--- src/hdl/fmtp_pkg.sv ---
// Shared types, constants and the square-root step for the FFT peak unit.
package fmtp_pkg;

	localparam int IDX_W    = 9;
	localparam int MAG_W    = 17;
	localparam int WORD_W   = 32;
	localparam int HALF_W   = 16;
	localparam int SUM_W    = 32;
	localparam int RAD_W    = 34;
	localparam int REM_W    = 20;
	localparam int SQ_STEPS = 17;
	localparam int IDX_MAX  = 511;
	localparam int QDEPTH   = 4;
	localparam int QPTR_W   = 2;
	localparam int QCNT_W   = 3;
	localparam int NPEAKS   = 3;

	typedef struct packed {
		logic [SUM_W-1:0] sumsq;
		logic [IDX_W-1:0] idx;
		logic             last;
	} mq_item_t;

	typedef struct packed {
		logic [REM_W-1:0] rem;
		logic [MAG_W-1:0] root;
		logic [RAD_W-1:0] rad;
	} sq_state_t;

	typedef struct packed {
		logic [IDX_W-1:0]                   bin_index;
		logic [MAG_W-1:0]                   magnitude;
		logic                               frame_done;
		logic [NPEAKS-1:0][IDX_W-1:0]       pk_idx;
		logic [NPEAKS-1:0][MAG_W-1:0]       pk_mag;
	} out_item_t;

	// one radix-4 digit of the restoring square root
	function automatic sq_state_t sq_step(sq_state_t s);
		sq_state_t        r;
		logic [REM_W-1:0] rem_sh;
		logic [REM_W-1:0] trial;
		rem_sh = {s.rem[REM_W-3:0], s.rad[RAD_W-1:RAD_W-2]};
		trial  = {1'b0, s.root, 2'b01};
		r.rad  = {s.rad[RAD_W-3:0], 2'b00};
		if (rem_sh >= trial) begin
			r.rem  = rem_sh - trial;
			r.root = {s.root[MAG_W-2:0], 1'b1};
		end else begin
			r.rem  = rem_sh;
			r.root = {s.root[MAG_W-2:0], 1'b0};
		end
		return r;
	endfunction

endpackage

--- src/hdl/fmtp_front.sv ---
// Front end: accepts bins, numbers them and forms the sum of squares.
module fmtp_front #(
	parameter int BINS = 512
) (
	input  logic                              clk,
	input  logic                              arst_n,
	input  logic                              push,
	output logic                              full,
	input  logic [fmtp_pkg::WORD_W-1:0]       fft_word,
	input  logic                              last_bin,
	input  logic                              q_full,
	output logic                              q_push,
	output fmtp_pkg::mq_item_t                q_item
);

	localparam int LIMIT_I = (BINS - 1 < fmtp_pkg::IDX_MAX) ? BINS - 1 : fmtp_pkg::IDX_MAX;
	localparam logic [fmtp_pkg::IDX_W-1:0] LIMIT = fmtp_pkg::IDX_W'(LIMIT_I);

	logic [fmtp_pkg::IDX_W-1:0]  bin_cnt_q;
	logic                        v_s1;
	logic [fmtp_pkg::WORD_W-1:0] word_s1;
	logic                        last_s1;
	logic [fmtp_pkg::IDX_W-1:0]  idx_s1;
	logic                        accept;
	logic signed [fmtp_pkg::HALF_W-1:0] lo;
	logic signed [fmtp_pkg::HALF_W-1:0] hi;
	logic signed [2*fmtp_pkg::HALF_W-1:0] plo;
	logic signed [2*fmtp_pkg::HALF_W-1:0] phi;

	assign full   = v_s1 & q_full;
	assign accept = push & ~full;
	assign q_push = v_s1 & ~q_full;

	assign lo  = signed'(word_s1[fmtp_pkg::HALF_W-1:0]);
	assign hi  = signed'(word_s1[fmtp_pkg::WORD_W-1:fmtp_pkg::HALF_W]);
	assign plo = lo * lo;
	assign phi = hi * hi;

	always_comb begin
		q_item.sumsq = unsigned'(plo) + unsigned'(phi);
		q_item.idx   = idx_s1;
		q_item.last  = last_s1;
	end

	always_ff @(posedge clk or negedge arst_n) begin
		if (!arst_n) begin
			v_s1      <= 1'b0;
			bin_cnt_q <= fmtp_pkg::IDX_W'(1);
		end else begin
			if (accept) begin
				v_s1 <= 1'b1;
				if (last_bin) begin
					bin_cnt_q <= fmtp_pkg::IDX_W'(1);
				end else if (bin_cnt_q < LIMIT) begin
					bin_cnt_q <= bin_cnt_q + fmtp_pkg::IDX_W'(1);
				end
			end else if (q_push) begin
				v_s1 <= 1'b0;
			end
		end
	end

	always_ff @(posedge clk) begin
		if (accept) begin
			word_s1 <= fft_word;
			last_s1 <= last_bin;
			idx_s1  <= bin_cnt_q;
		end
	end

endmodule

--- src/hdl/fmtp_queue.sv ---
// Short item queue between the front end and the magnitude back end.
module fmtp_queue (
	input  logic               clk,
	input  logic               arst_n,
	input  logic               wr,
	input  fmtp_pkg::mq_item_t wr_item,
	output logic               q_full,
	input  logic               rd,
	output logic               q_empty,
	output fmtp_pkg::mq_item_t rd_item
);

	fmtp_pkg::mq_item_t              buf_q [fmtp_pkg::QDEPTH];
	logic [fmtp_pkg::QPTR_W-1:0]     wp_q;
	logic [fmtp_pkg::QPTR_W-1:0]     rp_q;
	logic [fmtp_pkg::QCNT_W-1:0]     cnt_q;
	logic                            do_wr;
	logic                            do_rd;

	assign q_full  = (cnt_q == fmtp_pkg::QCNT_W'(fmtp_pkg::QDEPTH));
	assign q_empty = (cnt_q == '0);
	assign do_wr   = wr & ~q_full;
	assign do_rd   = rd & ~q_empty;
	assign rd_item = buf_q[rp_q];

	always_ff @(posedge clk or negedge arst_n) begin
		if (!arst_n) begin
			wp_q  <= '0;
			rp_q  <= '0;
			cnt_q <= '0;
		end else begin
			if (do_wr) wp_q <= wp_q + fmtp_pkg::QPTR_W'(1);
			if (do_rd) rp_q <= rp_q + fmtp_pkg::QPTR_W'(1);
			if (do_wr && !do_rd) begin
				cnt_q <= cnt_q + fmtp_pkg::QCNT_W'(1);
			end else if (!do_wr && do_rd) begin
				cnt_q <= cnt_q - fmtp_pkg::QCNT_W'(1);
			end
		end
	end

	always_ff @(posedge clk) begin
		if (do_wr) buf_q[wp_q] <= wr_item;
	end

endmodule

--- src/hdl/fmtp_back.sv ---
// Back end: pipelined square root, top-three tracker and result buffer.
module fmtp_back (
	input  logic                    clk,
	input  logic                    arst_n,
	input  logic                    q_empty,
	input  fmtp_pkg::mq_item_t      q_item,
	output logic                    q_pop,
	input  logic                    pop,
	output logic                    empty,
	output fmtp_pkg::out_item_t     res
);

	localparam int N = fmtp_pkg::SQ_STEPS;

	logic                              v_s   [N];
	fmtp_pkg::sq_state_t               st_s  [N];
	logic [fmtp_pkg::IDX_W-1:0]        idx_s [N];
	logic                              last_s[N];
	fmtp_pkg::sq_state_t               st_in;
	fmtp_pkg::sq_state_t               st_nx [N];

	logic [fmtp_pkg::NPEAKS-1:0][fmtp_pkg::MAG_W-1:0] pmag_q;
	logic [fmtp_pkg::NPEAKS-1:0][fmtp_pkg::IDX_W-1:0] pidx_q;
	logic [fmtp_pkg::NPEAKS-1:0][fmtp_pkg::MAG_W-1:0] nmag;
	logic [fmtp_pkg::NPEAKS-1:0][fmtp_pkg::IDX_W-1:0] nidx;
	logic [fmtp_pkg::MAG_W-1:0]        mag;
	logic [fmtp_pkg::IDX_W-1:0]        idx;
	logic                              last;

	fmtp_pkg::out_item_t               obuf_q [2];
	fmtp_pkg::out_item_t               oitem;
	logic                              owp_q;
	logic                              orp_q;
	logic [1:0]                        ocnt_q;
	logic                              opop;
	logic                              adv;
	logic                              ow;

	assign empty = (ocnt_q == 2'd0);
	assign opop  = pop & ~empty;
	assign adv   = (ocnt_q != 2'd2) | opop;
	assign q_pop = adv & ~q_empty;
	assign ow    = adv & v_s[N-1];
	assign res   = obuf_q[orp_q];

	always_comb begin
		st_in.rem  = '0;
		st_in.root = '0;
		st_in.rad  = {q_item.sumsq, 2'b00};
		st_nx[0]   = fmtp_pkg::sq_step(st_in);
		for (int k = 1; k < N; k++) begin
			st_nx[k] = fmtp_pkg::sq_step(st_s[k-1]);
		end
	end

	always_ff @(posedge clk or negedge arst_n) begin
		if (!arst_n) begin
			for (int k = 0; k < N; k++) v_s[k] <= 1'b0;
		end else if (adv) begin
			v_s[0] <= q_pop;
			for (int k = 1; k < N; k++) v_s[k] <= v_s[k-1];
		end
	end

	always_ff @(posedge clk) begin
		if (adv) begin
			st_s[0]   <= st_nx[0];
			idx_s[0]  <= q_item.idx;
			last_s[0] <= q_item.last;
			for (int k = 1; k < N; k++) begin
				st_s[k]   <= st_nx[k];
				idx_s[k]  <= idx_s[k-1];
				last_s[k] <= last_s[k-1];
			end
		end
	end

	assign mag  = st_s[N-1].root;
	assign idx  = idx_s[N-1];
	assign last = last_s[N-1];

	// insert with shift-down, strict greater-than
	always_comb begin
		nmag = pmag_q;
		nidx = pidx_q;
		if (mag > pmag_q[0]) begin
			nmag = {pmag_q[1], pmag_q[0], mag};
			nidx = {pidx_q[1], pidx_q[0], idx};
		end else if (mag > pmag_q[1]) begin
			nmag = {pmag_q[1], mag, pmag_q[0]};
			nidx = {pidx_q[1], idx, pidx_q[0]};
		end else if (mag > pmag_q[2]) begin
			nmag[2] = mag;
			nidx[2] = idx;
		end
	end

	always_comb begin
		oitem.bin_index  = idx;
		oitem.magnitude  = mag;
		oitem.frame_done = last;
		oitem.pk_idx     = last ? nidx : '0;
		oitem.pk_mag     = last ? nmag : '0;
	end

	always_ff @(posedge clk or negedge arst_n) begin
		if (!arst_n) begin
			pmag_q <= '0;
			pidx_q <= '0;
			owp_q  <= 1'b0;
			orp_q  <= 1'b0;
			ocnt_q <= 2'd0;
		end else begin
			if (ow) begin
				pmag_q <= last ? '0 : nmag;
				pidx_q <= last ? '0 : nidx;
				owp_q  <= ~owp_q;
			end
			if (opop) orp_q <= ~orp_q;
			if (ow && !opop) begin
				ocnt_q <= ocnt_q + 2'd1;
			end else if (!ow && opop) begin
				ocnt_q <= ocnt_q - 2'd1;
			end
		end
	end

	always_ff @(posedge clk) begin
		if (ow) obuf_q[owp_q] <= oitem;
	end

endmodule

--- src/hdl/fft_magnitude_top3_peaks_unit.sv ---
// Top level of the FFT bin magnitude and top-three peak search unit.
//
// Each pushed item is one packed FFT bin (bits 15:0 and 31:16 signed halves);
// every item yields one result with its bin index, the magnitude
// floor(sqrt(4*(lo^2+hi^2))) and, on the item flagged last_bin, the three
// largest magnitudes of the frame with their bin indices (zero otherwise,
// and zero index for slots never filled). Ties keep the earlier bin. One
// item per clock is sustained while results are popped as they arrive; each
// item passes from the input register into the 4-entry queue between front
// and back end, then through 17 square-root stages into the 2-entry result
// buffer. Bin numbering restarts at 1 after a last bin and saturates at the
// smaller of BINS-1 and 511.
module fft_magnitude_top3_peaks_unit #(
	parameter int BINS = 512
) (
	input  logic        clk,
	input  logic        arst_n,
	input  logic        push,
	output logic        full,
	input  logic [31:0] fft_word,
	input  logic        last_bin,
	output logic        empty,
	input  logic        pop,
	output logic [8:0]  bin_index,
	output logic [16:0] magnitude,
	output logic        frame_done,
	output logic [8:0]  first_index,
	output logic [8:0]  second_index,
	output logic [8:0]  third_index,
	output logic [16:0] first_mag,
	output logic [16:0] second_mag,
	output logic [16:0] third_mag
);

	fmtp_pkg::mq_item_t  f_item;
	fmtp_pkg::mq_item_t  b_item;
	fmtp_pkg::out_item_t res;
	logic                f_push;
	logic                q_full;
	logic                q_empty;
	logic                q_pop;

	fmtp_front #(
		.BINS(BINS)
	) u_front (
		.clk     (clk),
		.arst_n  (arst_n),
		.push    (push),
		.full    (full),
		.fft_word(fft_word),
		.last_bin(last_bin),
		.q_full  (q_full),
		.q_push  (f_push),
		.q_item  (f_item)
	);

	fmtp_queue u_queue (
		.clk    (clk),
		.arst_n (arst_n),
		.wr     (f_push),
		.wr_item(f_item),
		.q_full (q_full),
		.rd     (q_pop),
		.q_empty(q_empty),
		.rd_item(b_item)
	);

	fmtp_back u_back (
		.clk    (clk),
		.arst_n (arst_n),
		.q_empty(q_empty),
		.q_item (b_item),
		.q_pop  (q_pop),
		.pop    (pop),
		.empty  (empty),
		.res    (res)
	);

	assign bin_index    = res.bin_index;
	assign magnitude    = res.magnitude;
	assign frame_done   = res.frame_done;
	assign first_index  = res.pk_idx[0];
	assign second_index = res.pk_idx[1];
	assign third_index  = res.pk_idx[2];
	assign first_mag    = res.pk_mag[0];
	assign second_mag   = res.pk_mag[1];
	assign third_mag    = res.pk_mag[2];

endmodule
--- config.mk ---
export PLATFORM = sky130hd
export DESIGN_NAME = fft_magnitude_top3_peaks_unit
export DESIGN_NICKNAME = d
export VERILOG_FILES = /design/src/hdl/fmtp_pkg.sv /design/src/hdl/fmtp_front.sv /design/src/hdl/fmtp_queue.sv /design/src/hdl/fmtp_back.sv /design/src/hdl/fft_magnitude_top3_peaks_unit.sv
export SDC_FILE = /design/constraint.sdc
export NUM_CORES = 2
export LEC_CHECK = 0
export BUFFER_PORTS_ARGS = -buffer_cell sky130_fd_sc_hd__buf_2
export CORE_UTILIZATION = 40
export CTS_CLUSTER_DIAMETER = 40
export DETAILED_ROUTE_END_ITERATION = 8
export PLACE_DENSITY = 0.6
export RECOVER_POWER = 50
export SETUP_SLACK_MARGIN = 0.1
export SYNTH_ARGS = -nofsm -noshare
export SYNTH_HDL_FRONTEND = slang
export SYNTH_SLANG_ARGS = --single-unit
--- constraint.sdc ---
create_clock -name clk -period 71.6 [get_ports clk]
set_clock_uncertainty 0.15 [all_clocks]
set_input_delay 7.16 -clock clk [delete_from_list [all_inputs] [get_ports clk]]
set_output_delay 7.16 -clock clk [all_outputs]
set_load 0.1 [all_outputs]
Word-level counts from Yosys, hierarchy flattened
Memories as Yosys holds them, arrays and structs flattened.
Cells that the tools add are included.
{ "op_classes": {"n_addsub": 25, "multipliers": 2, "div": 0, "n_lt_le_gt_ge": 21, "n_eq_ne": 2, "shift": 0, "mux": 43, "n_bitwise": 15, "n_reduce_logical": 15} }
{ "ops": {"columns": ["cell", "n"], "rows": [
  ["$mux 37", 17],
  ["$ge 20x19->1", 16],
  ["$sub 20x19->20", 16],
  ["$mux 51", 3],
  ["$mux 27", 3],
  ["$mul 16x16->32", 2],
  ["$gt 17x17->1", 3],
  ["$mux 9", 4],
  ["$mux 17", 2],
  ["$mux 34", 1],
  ["$add 32x32->32", 1],
  ["$mux 18", 1],
  ["$add 9x1->9 const B", 1],
  ["$lt 9x9->1 const B", 1],
  ["$and 1x1->1", 8],
  ["$mux 1", 8],
  ["$reduce_bool 2->1", 4],
  ["$add 2x1->2 const B", 3],
  ["$mux 3", 2],
  ["$not 1->1", 6],
  ["$logic_and 1x1->1", 4],
  ["$logic_not 1->1", 4],
  ["$mux 2", 2],
  ["$add 3x1->3 const B", 1],
  ["10 further kinds", 10]
]} }
{ "word_totals": {"reg_bits": 158, "latch_bits": 0, "ramBits": 1721, "rom_bits": 0, "input_bits": 37, "wordCells": 162, "memories": 5} }
{ "mem_list": {"columns": ["memory", "words", "word_bits", "read_ports", "rd_clocked_by_memory_dff", "write_ports", "line_no", "rtl"], "rows": [
  ["u_back.st_s", 17, 69, 17, 0, 17, "fmtp_back.sv:16", "fmtp_pkg::sq_state_t st_s [N];"],
  ["u_back.obuf_q", 2, 105, 1, 0, 1, "fmtp_back.sv:30", "fmtp_pkg::out_item_t obuf_q [2];"],
  ["u_queue.buf_q", 4, 42, 1, 0, 1, "fmtp_queue.sv:13", "fmtp_pkg::mq_item_t buf_q [fmtp_pkg::QDEPTH];"],
  ["u_back.idx_s", 17, 9, 17, 0, 17, "fmtp_back.sv:17", "logic [fmtp_pkg::IDX_W-1:0] idx_s [N];"],
  ["u_back.last_s", 17, 1, 17, 0, 17, "fmtp_back.sv:18", "logic last_s[N];"]
]} }

Depth between registers and ports, before layout
{ "logic_depth": {"word_depth": 9, "depth_mapped": 27} }

By module
A second synthesis with hierarchy kept.
{ "hier_totals": {"hier_cells": 5730, "area_unflattened_um2": 76026.7} }
{ "modules_own_cells": {"columns": ["module", "instances", "cells_per_inst", "area_per_inst_um2"], "rows": [
  ["fmtp_back", 1, 3566, 50308.2],
  ["fmtp_front", 1, 1908, 19170.9],
  ["fmtp_queue", 1, 256, 6547.5]
]} }

Worst setup path before layout
Ideal clock, no wire load.
{ "synth_path": {"path_type": "input -> register", "start": "in pop", "end": "reg u_back.v_s[0] (netlist bit)", "arrival_time_ns": 33.058, "required_time_ns": 71.271, "path_slack_ns": 38.213, "cell_stages": 6, "path_buffers": 2, "path_cell_list": "nor2_1 and2_1 clkbuf_1 clkinv_1 buf_1 mux2_2"} }
{ "synth_via": {"elab_chain_cells": 2} }
{ "synth_rtl": {"columns": ["item", "line_no", "rtl"], "rows": [
  ["start: declaration", "fft_magnitude_top3_peaks_unit.sv:23", "input logic pop,"],
  ["$and 1x1->1", "fmtp_back.sv:40", "assign opop = pop & ~empty;"],
  ["$or 1x1->1", "fmtp_back.sv:41", "assign adv = (ocnt_q != 2'd2) | opop;"],
  ["end: declaration", "fmtp_back.sv:15", "logic v_s [N];"]
]} }
Every way passes these cells.
A chain may end at the register's enable or synchronous reset.

==> impl_metrics.tcl <==
set metrics [dict create \
    crit_slowest_cell "buf_4" \
    start_util_pct 40.22 \
    gp_congestion 0.8486 \
    synth_compound_area_share_pct 6.630 \
    worst_setup_path_end_kind "flip-flop" \
    syn_area_sq_um 75450 \
    wl_per_cell_um 17.12 \
    clk_latency_ns 0.83 \
    final_antenna_net_count 0 \
    io_buffers 143 \
    ys_ff_latch 1367 \
    grt_pass1_vias 44892 \
    period_share_pct 17.51 \
    startpoint_type "input port" \
    fin_crit_ns 12.54 \
    die_area_sq_um 190400 \
    finalHoldViolCount 0 \
    num-nets-final 6905 \
    drc 0 \
    n_fill_cell 16503 \
    antenna_found_initial 3 \
    clock_path_buffers 3 \
    async_reset_ff_share_pct 8.486 \
    hold_slack_ns 0.2394 \
    clk_pin_slew_ns 0.06 \
    syn_to_final_growth_pct 14.24 \
    syn_nets 6650 \
    avgViaCountPerCell 4.952 \
    drt_iter0_drc 2588 \
    tightest_slew_ns 3.324 \
    fin_setup_tns_ns 0 \
    synth_simple_gate_area_share_pct 7.275 \
    fp.dieW_um 436.3 \
    status "finished with violations" \
    worstPathArrival_ns 12.77 \
    synth_top_family_by_area "adder cells" \
    cts_hold_buffers 0 \
    synth_area_leaders "edfxtp_1 (50%), fa_1 (14%), ha_1 (6.3%)" \
    drtPass1Iterations 5 \
    syn_inst 5716 \
    layout_common_cells "edfxtp_1 (1251), inv_1 (876), fa_1 (520), nand2_1 (385), ha_1 (377)" \
    clockRootBuffer "clkbuf_16" \
    cts_tree "yes" \
    yosys.area_share.xor_xnor_pct 3.169 \
    syn-mean-instance-area_sq_um 13.20 \
    drive_gt1_share_pct 12.26 \
    fmax_ghz 0.07975 \
    numCtsBuffers 203 \
    slowest_delay_ns 0.99 \
    fp-row-count 159 \
    synth-edff-count 1251 \
    die_y_um 436.3 \
    yosysSeqAreaShare_pct 53.64 \
    track_usage_pct 15.85 \
    synth_fa_ha_area_share_pct 20.05 \
    cts.repair.resized 0 \
    grt_max_degree 200 \
    yosysWarnings 0 \
    slew_viol_final 623 \
    vias 42831 \
    violations "max-capacitance violations, max-slew violations" \
    layout_commonest_cell "edfxtp_1" \
    core_area_sq_um 187600 \
    worst-path-max-fanout 199 \
    overflow 0 \
    rsz0062_at_grt "false" \
    postRouteWirelength_um 148100 \
    io_pins 144 \
    max_cap_viol_count 14 \
    min_path_type "reg -> reg" \
    setup_viol 0 \
    worstSetupPathType "in -> reg" \
    grt_pass1_wl_um 241400 \
    synth_top_area_share_pct 49.79 \
    dp_hpwl_um 105000 \
    path_common_cell "buf_4" \
    path_cells "clkbuf_1, nor2_1, and2_0, inv_8, buf_12, buf_4, buf_4, buf_4, buf_4" \
    relSlewSlack_pct -121.6 \
    post-cts-setup-buffers 0 \
    synth.mux.area_fraction_pct 4.058 \
    worstPathRequired_ns 71.83 \
    ys_types 90 \
    yosysTopAreaCell "edfxtp_1" \
    h-tree-depth 4 \
    clkSinkCount 1367 \
    synth_flop_cell "edfxtp_1" \
]
-- per-stage QoR --
step | instances | utilization [%] | cell area (sq um) | setup WS, ns
2_1_floorplan | 5716 | - | 75450 | 38.21
3_3_place_gp | 8261 | 42.22 | 79200 | 58.45
3_5_place_dp | 8261 | 42.22 | 79200 | 58.30
4_1_cts | 8647 | 46.04 | 86380 | 59.17
5_1_grt | 8649 | 45.95 | 86200 | 58.54
6_report | 8649 | 45.95 | 86200 | 59.06
-- cell families after synthesis --
family	Yosys count
and+or+nand+nor	1122
adders and majority gates	897
AOI/OAI and AO/OA	793
DFF	1367
other	1
muxes	236
buffers and inverters	1027
xor gates and xnor gates	273
-- registers in the layout, summed over array words and instances (netlist names), 3 cells and up --
name,count
u_back.st_s,661
u_back.obuf_q,210
u_queue.buf_q,168
u_back.idx_s,153
u_back.pmag_q,51
u_front.word_s1,32
u_back.pidx_q,27
u_back.last_s,17
u_back.v_s,17
u_front.bin_cnt_q,9
u_front.idx_s1,9
u_queue.cnt_q,3
-- routing by layer --
metal / share of wire [%] / GRT usage [%] / vias to the layer above
li1: - / - / 20335
met1: 44 / 20.65 / 21345
met2: 49 / 26.59 / 907
met3: 4.5 / 2.686 / 244
met4: 2.8 / 5.637 / 0
met5: 0 / 0 / -
-- path summary, 6_finish.rpt --
path / startpoint / to / slack (ns) / depth (start not counted)
min in group asynchronous: arst_n / u_back.pidx_q[9] / 7.26 / 1
worst max register to register: u_front.word_s1[15] / u_queue.buf_q[1][41] / 62.80 / 21
worst max-delay path: pop / u_back.st_s[2][105] / 59.06 / 9
worst min-delay path: u_back.st_s[0][18] / u_back.st_s[0][89] / 0.24 / 0
max in group asynchronous: arst_n / u_back.orp_q / 61.75 / 2
worst min register to register: u_back.st_s[0][18] / u_back.st_s[0][89] / 0.24 / 0
-- area by class of cell --
cell class              count  area [sq um]  share of cell area, %
repair buffers            198          1046                  1.213
multi-input cells        3322         31060                  36.03
clock buffers             219          5202                  6.035
clock inverters           167          1981                  2.298
flip-flops and latches   1367         40480                  46.96
diodes                      2         5.005               0.005806
well taps                2495          3122                  3.622
inverters                 879          3307                  3.836
-- critical path: cells and delay by family --
family	cells	cell delay, ns
buf+inv	7	4.88
simple gates	2	0.37
-- synth_stat cells (all sizes together), types with 7 or more instances --
cell type,count
o21ai,255
or3,23
nor2,231
a21o,65
buf,43
edfxtp,1251
a21boi,35
nand2b,41
nor2b,48
xor2,120
or4,10
nor3b,14
o21bai,9
or2,17
nor3,79
mux2,139
nand3,42
a22oi,40
o21a,54
a21oi,181
inv,877
a22o,44
mux2i,55
ha,377
a211oi,17
nand4,38
nor4,35
nand2,388
o211ai,11
and3,9
mux4,42
and2,126
fa,520
o22ai,7
a31oi,11
o31ai,18
clkbuf,105
xnor2,153
dfrtp,115
Power is left out: the tool's default activity adds up to more than one toggle a clock period on the data nets, which glitch-free logic cannot reach.
